**config.mk**
```make
export PLATFORM = sky130hd
export DESIGN_NAME = png_gray_stored_deflate_encoder
export DESIGN_NICKNAME = d
export VERILOG_FILES = /design/src/rtl/pgse_pkg.sv /design/src/rtl/pgse_div.sv /design/src/rtl/pgse_ctrl.sv /design/src/rtl/pgse_dp.sv /design/src/rtl/png_gray_stored_deflate_encoder.sv
export SDC_FILE = /design/constraint.sdc
export NUM_CORES = 2
export LEC_CHECK = 0
export BUFFER_PORTS_ARGS = -buffer_cell sky130_fd_sc_hd__buf_2
export CORE_MARGIN = 2
export CORE_UTILIZATION = 35
export DETAILED_ROUTE_END_ITERATION = 6
export HOLD_SLACK_MARGIN = 0.05
export PLACE_DENSITY_LB_ADDON = 0.2
export SLEW_MARGIN = 5
export SYNTH_ARGS = -nofsm -noshare
export SYNTH_HDL_FRONTEND = slang
export SYNTH_HIERARCHICAL = 1
export SYNTH_SLANG_ARGS = --single-unit
```
**constraint.sdc**
```tcl
create_clock -name i_clk -period 11.62 [get_ports i_clk]
set_input_delay 2.324 -clock i_clk [delete_from_list [all_inputs] [get_ports i_clk]]
set_output_delay 2.324 -clock i_clk [all_outputs]
set_load 0.01 [all_outputs]
```
**src/rtl/pgse_pkg.sv**
```systemverilog
// types, constants and byte tables of the grayscale png stored-deflate encoder
`default_nettype none
package pgse_pkg;

    localparam logic [12:0] MAX_WIDTH   = 13'd4096;
    localparam logic [12:0] MAX_HEIGHT  = 13'd4096;
    localparam logic [31:0] BLOCK_LIMIT = 32'd65535;
    localparam logic [16:0] ADLER_MOD   = 17'd65521;
    localparam logic [31:0] CRC_POLY    = 32'hEDB88320;
    localparam logic [31:0] ALL_ONES    = 32'hFFFFFFFF;

    // sequence positions
    localparam logic [5:0] START_LAST = 6'd42;
    localparam logic [5:0] FIN_LAST   = 6'd19;
    localparam logic [5:0] HDR_LAST   = 6'd4;

    // input commands
    localparam logic [1:0] CMD_MEASURE = 2'd0;
    localparam logic [1:0] CMD_START   = 2'd1;
    localparam logic [1:0] CMD_ENCODE  = 2'd2;

    // register indexes
    localparam logic [1:0] REG_WIDTH  = 2'd0;
    localparam logic [1:0] REG_HEIGHT = 2'd1;
    localparam logic [1:0] REG_SCALE  = 2'd2;

    typedef enum logic [2:0] {
        BS_CONST, BS_W, BS_H, BS_CRC, BS_LEN, BS_ADLER, BS_HDR, BS_PIX
    } t_bsel;

    typedef struct packed {
        t_bsel      sel;
        logic [2:0] k;
        logic [7:0] cval;
        logic       crc_en;
        logic       crc_init;
    } t_seq_ent;

    // controller to datapath
    typedef struct packed {
        logic     emit;
        t_seq_ent ent;
        logic     last;
        logic     eof;
        logic     data_en;
        logic     hdr_last;
        logic     pix_en;
        logic     fin_clear;
        logic     start_img;
        logic     measure;
        logic     div_go;
        logic     div_blocks;
    } t_cmd;

    // datapath to controller
    typedef struct packed {
        logic out_free;
        logic div_busy;
        logic active;
        logic blk_empty;
        logic col_zero;
        logic img_last;
    } t_stat;

    function automatic logic [31:0] crc_byte(input logic [31:0] seed, input logic [7:0] b);
        logic [31:0] c;
        c = seed ^ {24'd0, b};
        for (int i = 0; i < 8; i++) begin
            c = c[0] ? ((c >> 1) ^ CRC_POLY) : (c >> 1);
        end
        return c;
    endfunction

    // byte k of a word, k zero is the most significant
    function automatic logic [7:0] byte_of(input logic [31:0] w, input logic [1:0] k);
        logic [7:0] b;
        unique case (k)
            2'd0: b = w[31:24];
            2'd1: b = w[23:16];
            2'd2: b = w[15:8];
            default: b = w[7:0];
        endcase
        return b;
    endfunction

    function automatic t_seq_ent mk(input t_bsel s, input logic [2:0] k, input logic [7:0] v,
                                    input logic ce, input logic ci);
        t_seq_ent e;
        e.sel = s; e.k = k; e.cval = v; e.crc_en = ce; e.crc_init = ci;
        return e;
    endfunction

    // signature, ihdr, idat length and type, zlib header
    function automatic t_seq_ent start_entry(input logic [5:0] idx);
        t_seq_ent e;
        e = mk(BS_CONST, 3'd0, 8'h00, 1'b0, 1'b0);
        unique case (idx)
            6'd0:  e = mk(BS_CONST, 3'd0, 8'h89, 1'b0, 1'b0);
            6'd1:  e = mk(BS_CONST, 3'd0, 8'h50, 1'b0, 1'b0);
            6'd2:  e = mk(BS_CONST, 3'd0, 8'h4E, 1'b0, 1'b0);
            6'd3:  e = mk(BS_CONST, 3'd0, 8'h47, 1'b0, 1'b0);
            6'd4:  e = mk(BS_CONST, 3'd0, 8'h0D, 1'b0, 1'b0);
            6'd5:  e = mk(BS_CONST, 3'd0, 8'h0A, 1'b0, 1'b0);
            6'd6:  e = mk(BS_CONST, 3'd0, 8'h1A, 1'b0, 1'b0);
            6'd7:  e = mk(BS_CONST, 3'd0, 8'h0A, 1'b0, 1'b0);
            6'd11: e = mk(BS_CONST, 3'd0, 8'h0D, 1'b0, 1'b0);
            6'd12: e = mk(BS_CONST, 3'd0, 8'h49, 1'b1, 1'b1);
            6'd13: e = mk(BS_CONST, 3'd0, 8'h48, 1'b1, 1'b0);
            6'd14: e = mk(BS_CONST, 3'd0, 8'h44, 1'b1, 1'b0);
            6'd15: e = mk(BS_CONST, 3'd0, 8'h52, 1'b1, 1'b0);
            6'd16, 6'd17, 6'd18, 6'd19:
                e = mk(BS_W, 3'(idx - 6'd16), 8'h00, 1'b1, 1'b0);
            6'd20, 6'd21, 6'd22, 6'd23:
                e = mk(BS_H, 3'(idx - 6'd20), 8'h00, 1'b1, 1'b0);
            6'd24: e = mk(BS_CONST, 3'd0, 8'h08, 1'b1, 1'b0);
            6'd25, 6'd26, 6'd27, 6'd28:
                e = mk(BS_CONST, 3'd0, 8'h00, 1'b1, 1'b0);
            6'd29, 6'd30, 6'd31, 6'd32:
                e = mk(BS_CRC, 3'(idx - 6'd29), 8'h00, 1'b0, 1'b0);
            6'd33, 6'd34, 6'd35, 6'd36:
                e = mk(BS_LEN, 3'(idx - 6'd33), 8'h00, 1'b0, 1'b0);
            6'd37: e = mk(BS_CONST, 3'd0, 8'h49, 1'b1, 1'b1);
            6'd38: e = mk(BS_CONST, 3'd0, 8'h44, 1'b1, 1'b0);
            6'd39: e = mk(BS_CONST, 3'd0, 8'h41, 1'b1, 1'b0);
            6'd40: e = mk(BS_CONST, 3'd0, 8'h54, 1'b1, 1'b0);
            6'd41: e = mk(BS_CONST, 3'd0, 8'h78, 1'b1, 1'b0);
            6'd42: e = mk(BS_CONST, 3'd0, 8'h01, 1'b1, 1'b0);
            default: e = mk(BS_CONST, 3'd0, 8'h00, 1'b0, 1'b0);
        endcase
        return e;
    endfunction

    // adler, idat crc, iend chunk
    function automatic t_seq_ent fin_entry(input logic [5:0] idx);
        t_seq_ent e;
        e = mk(BS_CONST, 3'd0, 8'h00, 1'b0, 1'b0);
        unique case (idx)
            6'd0, 6'd1, 6'd2, 6'd3:
                e = mk(BS_ADLER, {1'b0, idx[1:0]}, 8'h00, 1'b1, 1'b0);
            6'd4, 6'd5, 6'd6, 6'd7, 6'd16, 6'd17, 6'd18, 6'd19:
                e = mk(BS_CRC, {1'b0, idx[1:0]}, 8'h00, 1'b0, 1'b0);
            6'd12: e = mk(BS_CONST, 3'd0, 8'h49, 1'b1, 1'b1);
            6'd13: e = mk(BS_CONST, 3'd0, 8'h45, 1'b1, 1'b0);
            6'd14: e = mk(BS_CONST, 3'd0, 8'h4E, 1'b1, 1'b0);
            6'd15: e = mk(BS_CONST, 3'd0, 8'h44, 1'b1, 1'b0);
            default: e = mk(BS_CONST, 3'd0, 8'h00, 1'b0, 1'b0);
        endcase
        return e;
    endfunction

endpackage
`default_nettype wire

```
**src/rtl/pgse_div.sv**
```systemverilog
// restoring divider, one quotient bit per cycle
`default_nettype none
module pgse_div (
    input  wire logic        i_clk,
    input  wire logic        i_rst_n,
    input  wire logic        i_go,
    input  wire logic [39:0] i_num,
    input  wire logic [31:0] i_den,
    output logic             o_busy,
    output logic [39:0]      o_quot
);
    localparam int NUM_W = 40;

    logic              r_busy;
    logic [5:0]        r_cnt;
    logic [NUM_W-1:0]  r_num;
    logic [31:0]       r_rem;
    logic [31:0]       r_den;
    logic [32:0]       w_trial;
    logic              w_fits;

    assign w_trial = {r_rem, r_num[NUM_W-1]};
    assign w_fits  = w_trial >= {1'b0, r_den};

    // shift numerator out, quotient bits in
    always_ff @(posedge i_clk) begin
        if (!i_rst_n) begin
            r_busy <= 1'b0;
            r_cnt  <= '0;
        end else if (i_go) begin
            r_busy <= 1'b1;
            r_cnt  <= 6'(NUM_W - 1);
            r_num  <= i_num;
            r_rem  <= '0;
            r_den  <= i_den;
        end else if (r_busy) begin
            r_rem  <= w_fits ? 32'(w_trial - {1'b0, r_den}) : w_trial[31:0];
            r_num  <= {r_num[NUM_W-2:0], w_fits};
            r_cnt  <= r_cnt - 6'd1;
            if (r_cnt == '0) begin
                r_busy <= 1'b0;
            end
        end
    end

    assign o_busy = r_busy;
    assign o_quot = r_num;
endmodule
`default_nettype wire

```
**src/rtl/pgse_ctrl.sv**
```systemverilog
// sequencing state machine of the png encoder
`default_nettype none
module pgse_ctrl (
    input  wire logic          i_clk,
    input  wire logic          i_rst_n,
    input  wire logic          i_in_valid,
    input  wire logic [1:0]    i_command,
    output logic               o_in_stall,
    input  wire pgse_pkg::t_stat i_stat,
    output pgse_pkg::t_cmd     o_cmd
);
    typedef enum logic [2:0] {
        ST_IDLE, ST_TOTAL, ST_START, ST_DIVW, ST_RAW, ST_HDR, ST_FIN
    } t_state;

    t_state      r_state, n_state;
    logic [5:0]  r_idx, n_idx;
    logic        r_phase, n_phase;
    logic        w_accept;

    assign w_accept   = i_in_valid && (r_state == ST_IDLE);
    assign o_in_stall = (r_state != ST_IDLE);

    // next state and commands
    always_comb begin
        n_state = r_state;
        n_idx   = r_idx;
        n_phase = r_phase;
        o_cmd   = '0;
        unique case (r_state)
            ST_IDLE: begin
                if (w_accept) begin
                    unique case (i_command)
                        pgse_pkg::CMD_MEASURE: o_cmd.measure = !i_stat.active;
                        pgse_pkg::CMD_START: begin
                            o_cmd.start_img = 1'b1;
                            n_state = ST_TOTAL;
                        end
                        pgse_pkg::CMD_ENCODE: begin
                            if (i_stat.active) begin
                                o_cmd.div_go = 1'b1;
                                n_state = ST_DIVW;
                            end
                        end
                        default: ;
                    endcase
                end
            end
            ST_TOTAL: begin
                o_cmd.div_blocks = 1'b1;
                n_idx   = '0;
                n_state = ST_START;
            end
            ST_START: begin
                o_cmd.ent = pgse_pkg::start_entry(r_idx);
                if (i_stat.out_free) begin
                    o_cmd.emit = 1'b1;
                    if (r_idx == pgse_pkg::START_LAST) begin
                        o_cmd.last = 1'b1;
                        n_state = ST_IDLE;
                    end else begin
                        n_idx = r_idx + 6'd1;
                    end
                end
            end
            ST_DIVW: begin
                if (!i_stat.div_busy) begin
                    n_phase = !i_stat.col_zero;
                    n_state = ST_RAW;
                end
            end
            ST_RAW: begin
                o_cmd.ent = pgse_pkg::mk(r_phase ? pgse_pkg::BS_PIX : pgse_pkg::BS_CONST,
                                         3'd0, 8'h00, 1'b1, 1'b0);
                if (i_stat.blk_empty) begin
                    n_idx   = '0;
                    n_state = ST_HDR;
                end else if (i_stat.out_free) begin
                    o_cmd.emit    = 1'b1;
                    o_cmd.data_en = 1'b1;
                    if (!r_phase) begin
                        n_phase = 1'b1;
                    end else begin
                        o_cmd.pix_en = 1'b1;
                        n_idx = '0;
                        if (i_stat.img_last) begin
                            n_state = ST_FIN;
                        end else begin
                            o_cmd.last = 1'b1;
                            n_state = ST_IDLE;
                        end
                    end
                end
            end
            ST_HDR: begin
                o_cmd.ent = pgse_pkg::mk(pgse_pkg::BS_HDR, r_idx[2:0], 8'h00, 1'b1, 1'b0);
                if (i_stat.out_free) begin
                    o_cmd.emit = 1'b1;
                    if (r_idx == pgse_pkg::HDR_LAST) begin
                        o_cmd.hdr_last = 1'b1;
                        n_state = ST_RAW;
                    end else begin
                        n_idx = r_idx + 6'd1;
                    end
                end
            end
            ST_FIN: begin
                o_cmd.ent = pgse_pkg::fin_entry(r_idx);
                if (i_stat.out_free) begin
                    o_cmd.emit = 1'b1;
                    if (r_idx == pgse_pkg::FIN_LAST) begin
                        o_cmd.last      = 1'b1;
                        o_cmd.eof       = 1'b1;
                        o_cmd.fin_clear = 1'b1;
                        n_state = ST_IDLE;
                    end else begin
                        n_idx = r_idx + 6'd1;
                    end
                end
            end
            default: n_state = ST_IDLE;
        endcase
    end

    // state registers
    always_ff @(posedge i_clk) begin
        if (!i_rst_n) begin
            r_state <= ST_IDLE;
            r_idx   <= '0;
            r_phase <= 1'b0;
        end else begin
            r_state <= n_state;
            r_idx   <= n_idx;
            r_phase <= n_phase;
        end
    end
endmodule
`default_nettype wire

```
**src/rtl/pgse_dp.sv**
```systemverilog
// datapath: registers, checksums, byte select, output register
`default_nettype none
module pgse_dp (
    input  wire logic          i_clk,
    input  wire logic          i_rst_n,
    input  wire logic [31:0]   i_pixel_value,
    input  wire pgse_pkg::t_cmd i_cmd,
    output pgse_pkg::t_stat    o_stat,
    input  wire logic          psel,
    input  wire logic          penable,
    input  wire logic          pwrite,
    input  wire logic [3:0]    paddr,
    input  wire logic [31:0]   pwdata,
    output logic [31:0]        prdata,
    input  wire logic          i_out_stall,
    output logic               o_out_valid,
    output logic [7:0]         o_out_byte,
    output logic               o_last_of_run,
    output logic               o_end_of_file
);
    logic [12:0] r_width, r_height, r_lat_w, r_lat_h;
    logic [31:0] r_scale, r_rmax, r_lat_max, r_crc;
    logic [24:0] r_total, r_pos;
    logic [8:0]  r_blocks;
    logic [11:0] r_col, r_row;
    logic [15:0] r_blk, r_alo, r_ahi;
    logic        r_active;
    logic        r_out_valid, r_last, r_eof;
    logic [7:0]  r_out_byte;

    logic [26:0] w_prod;
    logic [39:0] w_num, w_quot;
    logic [31:0] w_den, w_idat_len, w_crc_seed;
    logic        w_div_busy, w_out_free, w_wr;
    logic [24:0] w_bnum;
    logic [8:0]  w_bq0, w_blocks;
    logic [16:0] w_brem;
    logic [24:0] w_rem;
    logic        w_final;
    logic [15:0] w_len, w_alo_n, w_ahi_n;
    logic [16:0] w_lo_sum, w_hi_sum;
    logic [7:0]  w_pix, w_hdr, w_byte;

    function automatic logic [12:0] clamp_dim(input logic [12:0] v, input logic [12:0] lim);
        logic [12:0] r;
        r = (v == '0) ? 13'd1 : ((v > lim) ? lim : v);
        return r;
    endfunction

    // total filtered bytes and divider operands
    assign w_prod = 27'(r_lat_h) * 27'({1'b0, r_lat_w} + 14'd1);
    assign w_num  = {i_pixel_value, 8'd0} - 40'(i_pixel_value);
    assign w_den  = r_lat_max;

    // stored block count, ceil(total / 65535) by a shift and one correction
    assign w_bnum   = w_prod[24:0] + 25'(pgse_pkg::BLOCK_LIMIT - 32'd1);
    assign w_bq0    = w_bnum[24:16];
    assign w_brem   = 17'(w_bnum[15:0]) + 17'(w_bq0);
    assign w_blocks = w_bq0 + 9'(w_brem >= 17'(pgse_pkg::BLOCK_LIMIT));

    pgse_div u_div (
        .i_clk   (i_clk),
        .i_rst_n (i_rst_n),
        .i_go    (i_cmd.div_go),
        .i_num   (w_num),
        .i_den   (w_den),
        .o_busy  (w_div_busy),
        .o_quot  (w_quot)
    );

    assign w_idat_len = (32'(r_blocks) << 2) + 32'(r_blocks) + 32'(r_total) + 32'd6;
    assign w_pix = (r_lat_max == '0) ? 8'd0 : ((|w_quot[39:8]) ? 8'd255 : w_quot[7:0]);

    // stored block header
    assign w_rem   = r_total - r_pos;
    assign w_final = (w_rem[24:16] == '0);
    assign w_len   = w_final ? w_rem[15:0] : 16'hFFFF;
    always_comb begin
        unique case (i_cmd.ent.k)
            3'd0: w_hdr = {7'd0, w_final};
            3'd1: w_hdr = w_len[7:0];
            3'd2: w_hdr = w_len[15:8];
            3'd3: w_hdr = ~w_len[7:0];
            default: w_hdr = ~w_len[15:8];
        endcase
    end

    // byte select
    always_comb begin
        unique case (i_cmd.ent.sel)
            pgse_pkg::BS_W:     w_byte = pgse_pkg::byte_of(32'(r_lat_w), i_cmd.ent.k[1:0]);
            pgse_pkg::BS_H:     w_byte = pgse_pkg::byte_of(32'(r_lat_h), i_cmd.ent.k[1:0]);
            pgse_pkg::BS_CRC:   w_byte = pgse_pkg::byte_of(~r_crc, i_cmd.ent.k[1:0]);
            pgse_pkg::BS_LEN:   w_byte = pgse_pkg::byte_of(w_idat_len, i_cmd.ent.k[1:0]);
            pgse_pkg::BS_ADLER: w_byte = pgse_pkg::byte_of({r_ahi, r_alo}, i_cmd.ent.k[1:0]);
            pgse_pkg::BS_HDR:   w_byte = w_hdr;
            pgse_pkg::BS_PIX:   w_byte = w_pix;
            default:            w_byte = i_cmd.ent.cval;
        endcase
    end

    // adler-32 step
    assign w_lo_sum = 17'(r_alo) + 17'(w_byte);
    assign w_alo_n  = (w_lo_sum >= pgse_pkg::ADLER_MOD) ? 16'(w_lo_sum - pgse_pkg::ADLER_MOD)
                                                         : w_lo_sum[15:0];
    assign w_hi_sum = 17'(r_ahi) + 17'(w_alo_n);
    assign w_ahi_n  = (w_hi_sum >= pgse_pkg::ADLER_MOD) ? 16'(w_hi_sum - pgse_pkg::ADLER_MOD)
                                                         : w_hi_sum[15:0];

    assign w_crc_seed = i_cmd.ent.crc_init ? pgse_pkg::ALL_ONES : r_crc;
    assign w_out_free = !r_out_valid || !i_out_stall;
    assign w_wr       = psel && penable && pwrite;

    // configuration registers
    always_ff @(posedge i_clk) begin
        if (!i_rst_n) begin
            r_width  <= 13'd1;
            r_height <= 13'd1;
            r_scale  <= '0;
        end else if (w_wr) begin
            unique case (paddr[3:2])
                pgse_pkg::REG_WIDTH:  r_width  <= pwdata[12:0];
                pgse_pkg::REG_HEIGHT: r_height <= pwdata[12:0];
                pgse_pkg::REG_SCALE:  r_scale  <= pwdata;
                default: ;
            endcase
        end
    end

    always_comb begin
        unique case (paddr[3:2])
            pgse_pkg::REG_WIDTH:  prdata = 32'(r_width);
            pgse_pkg::REG_HEIGHT: prdata = 32'(r_height);
            pgse_pkg::REG_SCALE:  prdata = r_scale;
            default:              prdata = '0;
        endcase
    end

    // image state
    always_ff @(posedge i_clk) begin
        if (!i_rst_n) begin
            r_active  <= 1'b0;
            r_rmax    <= '0;
            r_lat_w   <= 13'd1;
            r_lat_h   <= 13'd1;
            r_lat_max <= '0;
            r_col     <= '0;
            r_row     <= '0;
            r_pos     <= '0;
            r_blk     <= '0;
            r_alo     <= 16'd1;
            r_ahi     <= '0;
            r_crc     <= pgse_pkg::ALL_ONES;
        end else begin
            if (i_cmd.measure && (i_pixel_value > r_rmax)) begin
                r_rmax <= i_pixel_value;
            end
            if (i_cmd.start_img) begin
                r_lat_w   <= clamp_dim(r_width, pgse_pkg::MAX_WIDTH);
                r_lat_h   <= clamp_dim(r_height, pgse_pkg::MAX_HEIGHT);
                r_lat_max <= (r_scale != '0) ? r_scale : r_rmax;
                r_col     <= '0;
                r_row     <= '0;
                r_pos     <= '0;
                r_blk     <= '0;
                r_alo     <= 16'd1;
                r_ahi     <= '0;
                r_active  <= 1'b1;
            end
            if (i_cmd.div_blocks) begin
                r_total  <= w_prod[24:0];
                r_blocks <= w_blocks;
            end
            if (i_cmd.emit && i_cmd.ent.crc_en) begin
                r_crc <= pgse_pkg::crc_byte(w_crc_seed, w_byte);
            end
            if (i_cmd.hdr_last) begin
                r_blk <= w_len;
            end
            if (i_cmd.data_en) begin
                r_alo <= w_alo_n;
                r_ahi <= w_ahi_n;
                r_pos <= r_pos + 25'd1;
                r_blk <= r_blk - 16'd1;
            end
            if (i_cmd.pix_en) begin
                if (13'(r_col) + 13'd1 == r_lat_w) begin
                    r_col <= '0;
                    r_row <= r_row + 12'd1;
                end else begin
                    r_col <= r_col + 12'd1;
                end
            end
            if (i_cmd.fin_clear) begin
                r_active <= 1'b0;
                r_rmax   <= '0;
                r_col    <= '0;
                r_row    <= '0;
                r_pos    <= '0;
                r_blk    <= '0;
            end
        end
    end

    // output register
    always_ff @(posedge i_clk) begin
        if (!i_rst_n) begin
            r_out_valid <= 1'b0;
        end else if (i_cmd.emit) begin
            r_out_valid <= 1'b1;
            r_out_byte  <= w_byte;
            r_last      <= i_cmd.last;
            r_eof       <= i_cmd.eof;
        end else if (!i_out_stall) begin
            r_out_valid <= 1'b0;
        end
    end

    assign o_out_valid   = r_out_valid;
    assign o_out_byte    = r_out_byte;
    assign o_last_of_run = r_last;
    assign o_end_of_file = r_eof;

    assign o_stat.out_free  = w_out_free;
    assign o_stat.div_busy  = w_div_busy;
    assign o_stat.active    = r_active;
    assign o_stat.blk_empty = (r_blk == '0);
    assign o_stat.col_zero  = (r_col == '0);
    assign o_stat.img_last  = (13'(r_col) + 13'd1 == r_lat_w) &&
                              (13'(r_row) + 13'd1 == r_lat_h);
endmodule
`default_nettype wire

```
**src/rtl/png_gray_stored_deflate_encoder.sv**
```systemverilog
// top level of the grayscale png encoder with stored deflate payload
//
//   channel   handshake               payload
//   input     i_in_valid/o_in_stall   i_command, i_pixel_value
//   output    o_out_valid/i_out_stall o_out_byte, o_last_of_run, o_end_of_file
//   config    psel/penable/pwrite     paddr, pwdata, prdata, pready
//
// measure: no output bytes. start: 43 bytes, one byte per cycle unless stalled.
// encode: the 40-step divider, then 1 to 27 bytes, one per cycle unless stalled.
// one input transfer at a time; the input stalls until its last byte is registered.
// a stalled output holds the byte and pauses the sequencer.
// reset is synchronous, active low, and needs no clearing pass.
`default_nettype none
module png_gray_stored_deflate_encoder (
    input  wire logic        i_clk,
    input  wire logic        i_rst_n,
    input  wire logic        i_in_valid,
    output logic             o_in_stall,
    input  wire logic [1:0]  i_command,
    input  wire logic [31:0] i_pixel_value,
    output logic             o_out_valid,
    input  wire logic        i_out_stall,
    output logic [7:0]       o_out_byte,
    output logic             o_last_of_run,
    output logic             o_end_of_file,
    input  wire logic        psel,
    input  wire logic        penable,
    input  wire logic        pwrite,
    input  wire logic [3:0]  paddr,
    input  wire logic [31:0] pwdata,
    output logic [31:0]      prdata,
    output logic             pready
);
    pgse_pkg::t_cmd  w_cmd;
    pgse_pkg::t_stat w_stat;

    assign pready = 1'b1;

    pgse_ctrl u_ctrl (
        .i_clk      (i_clk),
        .i_rst_n    (i_rst_n),
        .i_in_valid (i_in_valid),
        .i_command  (i_command),
        .o_in_stall (o_in_stall),
        .i_stat     (w_stat),
        .o_cmd      (w_cmd)
    );

    pgse_dp u_dp (
        .i_clk         (i_clk),
        .i_rst_n       (i_rst_n),
        .i_pixel_value (i_pixel_value),
        .i_cmd         (w_cmd),
        .o_stat        (w_stat),
        .psel          (psel),
        .penable       (penable),
        .pwrite        (pwrite),
        .paddr         (paddr),
        .pwdata        (pwdata),
        .prdata        (prdata),
        .i_out_stall   (i_out_stall),
        .o_out_valid   (o_out_valid),
        .o_out_byte    (o_out_byte),
        .o_last_of_run (o_last_of_run),
        .o_end_of_file (o_end_of_file)
    );
endmodule
`default_nettype wire

```
; ---- Yosys cells after proc, flatten, opt, wreduce, memory -nomap -nowiden
; Index checks and enable logic that the tools add are counted.
[word_totals]
out_inout_bits = 45
in_bits = 77
register_bits = 444
[op_classes]
n_eq_ne = 81
muxes = 114
multipliers = 1
bitwise = 13
order_cmp = 7
n_reduce_logical = 58
add_sub_neg = 26
[op_table]
columns = operator, count
row1 = $mux 32, 12
row2 = $pmux 16 s21, 1
row3 = $mux 16, 9
row4 = $not 13->14, 8
row5 = $eq 6x5->1 const B, 16
row6 = $pmux 16 s6, 1
row7 = $pmux 32 s3, 1
row8 = $mux 40, 2
row9 = $mux 12, 6
row10 = $pmux 8 s3, 3
row11 = $pmux 17 s4, 1
row12 = $eq 6x6->1 const B, 11
row13 = $mux 6, 11
row14 = $pmux 8 s7, 1
row15 = $mux 13, 4
row16 = $ge 17x16->1 const B, 3
row17 = $mux 25, 2
row18 = $mux 3, 16
row19 = $sub 40x32->40, 1
row20 = $ge 33x32->1, 1
row21 = $add 32x25->32, 1
row22 = $add 32x3->32 const B, 1
row23 = $gt 32x32->1, 1
row24 = $logic_not 32->1, 1
row25 = 71 further kinds, 186

; ---- Longest topological paths before layout
[depth]
ltp_word = 26
ltp_mapped = 52
depth_no_buf = 48

; ---- Hierarchy
; The synthesis kept the hierarchy.
[by_module_without_submodules]
columns = mod, cells_each, area_each_um2, seq_area_each_um2, n_inst
row1 = pgse_dp, 3709, 29749.8, 6906.6, 1
row2 = pgse_div, 583, 6527.5, 3263.1, 1
row3 = pgse_ctrl, 260, 1765.4, 200.2, 1
row4 = png_gray_stored_deflate_encoder, 2, 11.3, 0.0, 1

; ---- Worst setup path after synthesis
; Ideal clock, no wire load.
[synth_timing]
kind = register to register
startpoint = register u_ctrl.r_idx[0]
endpoint = register u_dp.r_ahi[1]
required_time_ps = 11528
setup_slack_ps = 706
path_buffers = 7
t_arrival_ps = 10821
stages_incl_launch_ff = 48
synth_period_minus_slack_ps = 10914
path_cell_list = dfxtp_1 > inv_1 > ha_1 > nor4_2 > or3_1 > o21ai_0 > nand2_1 > o21ai_0 > clkbuf_1 > buf_1 > clkbuf_1 > clkbuf_1 > clkbuf_1 > mux4_2 > a21oi_1 > o221ai_1 > a21oi_1 > o21a_1 > (+12 left out) > mux2i_1 > ha_1 > a21o_1 > a21oi_1 > o21bai_1 > a21oi_1 > o21ai_0 > a21o_1 > a21o_1 > a2111oi_0 > nor2_1 > xor2_1 > and4_1 > a41oi_1 > clkbuf_1 > clkbuf_1 > nor2_1 > o32ai_1
[synth_lines]
columns = element, line_no
row1 = start: declaration, pgse_ctrl.sv:17  ; logic [5:0] r_idx, n_idx;
row2 = start signal: assignment, pgse_ctrl.sv:133  ; r_idx <= n_idx;
row3 = end signal: assignment, pgse_dp.sv:182  ; r_ahi <= w_ahi_n;
row4 = end: declaration, pgse_dp.sv:26  ; logic [15:0] r_blk, r_alo, r_ahi;

; ---- Final worst setup path
[layout_timing]
startpoint = register u_dp.r_lat_w[7]
endpoint = register u_dp.r_blocks[8], data pin
[layout_between]
elab_chain_cells = 6
[layout_rtl]
columns = element, line_no
row1 = start: declaration, pgse_dp.sv:21  ; logic [12:0] r_width, r_height, r_lat_w, r_lat_h;
row2 = start signal: assignment, pgse_dp.sv:159  ; r_lat_w <= clamp_dim(r_width, pgse_pkg::MAX_WIDTH);
row3 = $add 13x1->14 (*), pgse_dp.sv:51  ; assign w_prod = 27'(r_lat_h) * 27'({1'b0, r_lat_w} + 14'd1);
row4 = $mul 13x27->25 (*), pgse_dp.sv:51
row5 = $add 25x16->25 (*), pgse_dp.sv:56  ; assign w_bnum = w_prod[24:0] + 25'(pgse_pkg::BLOCK_LIMIT - 32'd1);
row6 = $add 16x9->17, pgse_dp.sv:58  ; assign w_brem = 17'(w_bnum[15:0]) + 17'(w_bq0);
row7 = $ge 17x16->1, pgse_dp.sv:59  ; assign w_blocks = w_bq0 + 9'(w_brem >= 17'(pgse_pkg::BLOCK_LIMIT));
row8 = $add 9x1->9 (*), pgse_dp.sv:59
row9 = net u_dp.w_blocks[8], pgse_dp.sv:36  ; logic [8:0] w_bq0, w_blocks;
row10 = end signal: assignment, pgse_dp.sv:172  ; r_blocks <= w_blocks;
row11 = end: declaration, pgse_dp.sv:24  ; logic [8:0] r_blocks;
; The timed path passes the listed nets; every way through them passes the cells marked *.
; A chain may end at the register's enable or synchronous reset.

==> summary.md <==
| Metric | Value |
|---|---|
| Fillers | 11.1k |
| CP top delay family | adder cells |
| Clock root cell | clkbuf_16 |
| R2R Path End | u_dp/r_blocks[8]$_DFFE_PP_ |
| Commonest non-fill, non-tap cell in the layout | nand2_1 |
| Post-Syn Area per Cell | ~8.4 µm² |
| Placed insts | 5964 |
| Kind of critical path | register to register |
| Total CTS buffers | 52 |
| Tightest Pin Transition | 1140 ps |
| HP Start | u_dp/r_lat_max[1]$_SDFFE_PN0P_ |
| Max_slew headroom | 23.7% |
| Initial core utilization | between 30% and 40% |
| Sw Share | 27.9% |
| Core Rows | 120 |
| Per-cell routed wire length | 19.5 µm |
| Nets | roughly 5k |
| Syn Inst Count | roughly 4.6k |
| Fin crit share | 94.5% |
| Hold Vio Cnt, Final | 0 |
| Most frequent cells in the layout | 443 x nand2_1, 386 x nor2_1, 378 x inv_1, 340 x a21oi_1, 295 x dfxtp_1 |
| Worst R2R Start | u_dp/r_lat_w[7]$_SDFFE_PN0P_ |
| Leak | 17.5 nW |
| CTS tree | built |
| Final Wtd Congestion | 0.895 |
| Worst skew pair latency | 670 ps |
| CP Capture Type | register |
| R2R setup slack | 640 ps |
| Clock Skews | ~37 ps |
| Antenna Cells | 0 |
| Flops & latches, synth | 444 |
| Worst path max stage delay | 570 ps |
| Drt pass-1 iters | 5 |
| Peak supply drop | 0.134 mV |
| Max cap viols | 0 |
| Crit path time final | 10980 ps |
| Int Pwr | 0.00279 W |
| Buffers on Ports | 118 |
| Combinational power share | 13.1% |
| CP max stage cell | dfxtp_1 |
| I/O pins | 122 |
| Sequential area share after synthesis | a little over a quarter |
| Routed vias/inst | 5.47 |
| CP Data Required Time | 12020 ps |
| Setup TNS | 0 ps |
| Sink Count | between 400 and 500 |
| Synthesized area | 0.0381 mm² |
| CP Launch Type | register |
| Seq pwr share | 42.5% |
| End of the critical path | u_dp/r_blocks[8]$_DFFE_PP_ |
| Final setup violation count | 0 |
| Fin util | 39.4% |
| Worst Setup Slack, final | 640 ps |
| Clock transition at path regs | about 60 ps |
| WP buf/inv | 3 |
| Fraction of layout cells with a size suffix above 1 | 10.3% |
| Min-Delay Path Class | register to register |
| Dpl ws | 74.9 ps |
| Die height | 334 µm |
| Syn Nets | 5032 |
| Critical Path Fanout Max | 9 |
| P_sw | roughly 0.0011 W |
| Max Buffers Root-to-Sink | 3 |
| First element of the critical path | u_dp/r_lat_w[7]$_SDFFE_PN0P_ |
| Largest net degree at the start of global routing | 91 |
| Initial antenna violation count | 1 |
| First-pass GRT wire length | between 150000 and 200000 µm |
| Remaining global-route overflow | 0 |
| Vias in the first global route | between 30k and 40k |
| P per Cell Area | 91.2 mW/mm² |
| Core footprint | 0.108 mm² |
| Routed via count | ~33k |
| H-Tree Depth | 2 |
| Outcome | finished, final reports clean |
| Distinct cells, synth | 117 |
| Worst path depth | 39 |
| Drt initial violations | 2438 |
| Worst hold slack | 459 ps |
| Total GRT Usage | 20.8% |
| Fmax | 0.0911 GHz |
| Drt drc | 0 |
| Top FF cell, synth | dfxtp_1 |
| Area delta synth->final | 11.3% |
| Register-to-Register Path Depth | 39 |
| Clk network pwr share | 44.3% |
| Pins Over Slew Limit | 0 |
| Post-Layout Cell Count | a little over 6k |
| Post-synth EDFFs | around 150 |
| Die area | 0.111 mm² |
| Die X | 334 µm |
| Synth warn | 6 |
| DRT Wirelength | 118000 µm |
| DP HPWL | 90500 µm |
| CP arrival | between 10000 and 15000 ps |
| RSZ-0062 raised after global routing | false |
| Synth async-reset ratio | 0% |
| Routed Antenna Nets | 0 |
-- stage by stage --
step,total power [W],area (µm²)
CTS,0.00390,42200
global placement,0.00218,40400
floorplan,0.00201,38100
detailed placement,0.00218,40400
finish,0.00386,42300
global route,0.00402,42300
-- registers in the layout (all words and copies together) (netlist names), 16 cells and up --
name,count
u_dp/r_ahi,16
u_dp/r_alo,16
u_dp/r_blk,16
u_dp/r_crc,32
u_dp/r_lat_max,32
u_dp/r_pos,25
u_dp/r_rmax,32
u_dp/r_scale,32
u_dp/r_total,25
u_dp/u_div/o_quot,40
u_dp/u_div/r_den,32
u_dp/u_div/r_rem,32
-- what timing repair did --
action,CTS,global route
hold buffers,0,0
buffers inserted,0,2
gates resized for setup,1,30
pin swaps,0,3
setup endpoints to repair,7,20
-- power groups by stage --
| stage | Sequential, W | Clock, W | Combinational (W) |
|---|---|---|---|
| floorplan | 0.00167 | 0 | 0.000346 |
| global placement | 0.00168 | 0 | 0.000499 |
| detailed placement | 0.00168 | 0 | 0.000501 |
| CTS | 0.00164 | 0.00175 | 0.000503 |
| global route | 0.00164 | 0.00181 | 0.000561 |
| finish | 0.00164 | 0.00171 | 0.000507 |
-- worst min-delay path by stage --
stage	endpoint	cells past startpoint	slack, ps
final	u_dp/u_div/r_den[1]$_DFFE_PP_	0	460
after global routing	u_dp/u_div/r_den[21]$_DFFE_PP_	0	470
after CTS	u_dp/u_div/r_den[20]$_DFFE_PP_	0	460
after detailed placement	u_dp/u_div/r_den[20]$_DFFE_PP_	0	440
after global placement	u_dp/u_div/r_den[14]$_DFFE_PP_	0	440
after floorplan	u_dp/u_div/r_den[15]$_DFFE_PP_	0	430
-- cell type report --
cell class	count	area, µm²	area share, %
flip-flops and latches	444	10400	24.5
clock buffers	70	1460	3.45
multi-input cells	3494	25500	60.2
repair buffers	242	1520	3.59
inverters	383	1440	3.40
well taps	1403	1760	4.15
clock inverters	27	299	0.706
-- layer usage --
metal  track usage [%]  share of wire (%)  wire length (µm)  vias to the layer above
li1                  -                  -                 -                    16173
met1              29.0                 47             55300                    16155
met2              34.3                 47             54900                      726
met3              2.28                4.5              5270                      133
met4              5.09                2.2              2550                        0
met5                 0                  0                 0                        -
-- cell families after synthesis --
group | Yosys count | share of synthesized area (%)
AOI/OAI and AO/OA | 1051 | 17.8
other | 1 | 0.00985
xor gates and xnor gates | 308 | 7.39
muxes | 164 | 4.80
adders and majority gates | 403 | 16.1
DFF | 444 | 27.3
buffers and inverters | 616 | 6.30
and+or+nand+nor | 1567 | 20.4
-- Yosys cell counts (35+ instances only) --
library cell | count | share of area, %
xnor2_1 | 209 | 4.8
o21a_1 | 44 | 0.87
nor2b_1 | 48 | 0.79
fa_1 | 144 | 7.6
dfxtp_1 | 296 | 16
mux2_2 | 45 | 1.3
nor4_1 | 61 | 1.0
nand3_1 | 114 | 1.5
o21ai_0 | 228 | 3.0
mux2i_1 | 108 | 2.8
nand2b_1 | 53 | 0.87
and3_1 | 46 | 0.76
xor2_1 | 89 | 2.0
nor3_1 | 85 | 1.1
edfxtp_1 | 148 | 12
and2_1 | 106 | 1.7
a21o_1 | 65 | 1.3
o211ai_1 | 41 | 0.81
nor2_1 | 391 | 3.9
nand4_1 | 52 | 0.85
nand2_1 | 443 | 4.4
or3_1 | 35 | 0.58
clkbuf_1 | 184 | 1.8
ha_1 | 257 | 8.5
inv_1 | 379 | 3.7
a21oi_1 | 345 | 4.5
(Power assumes the default switching activity.)
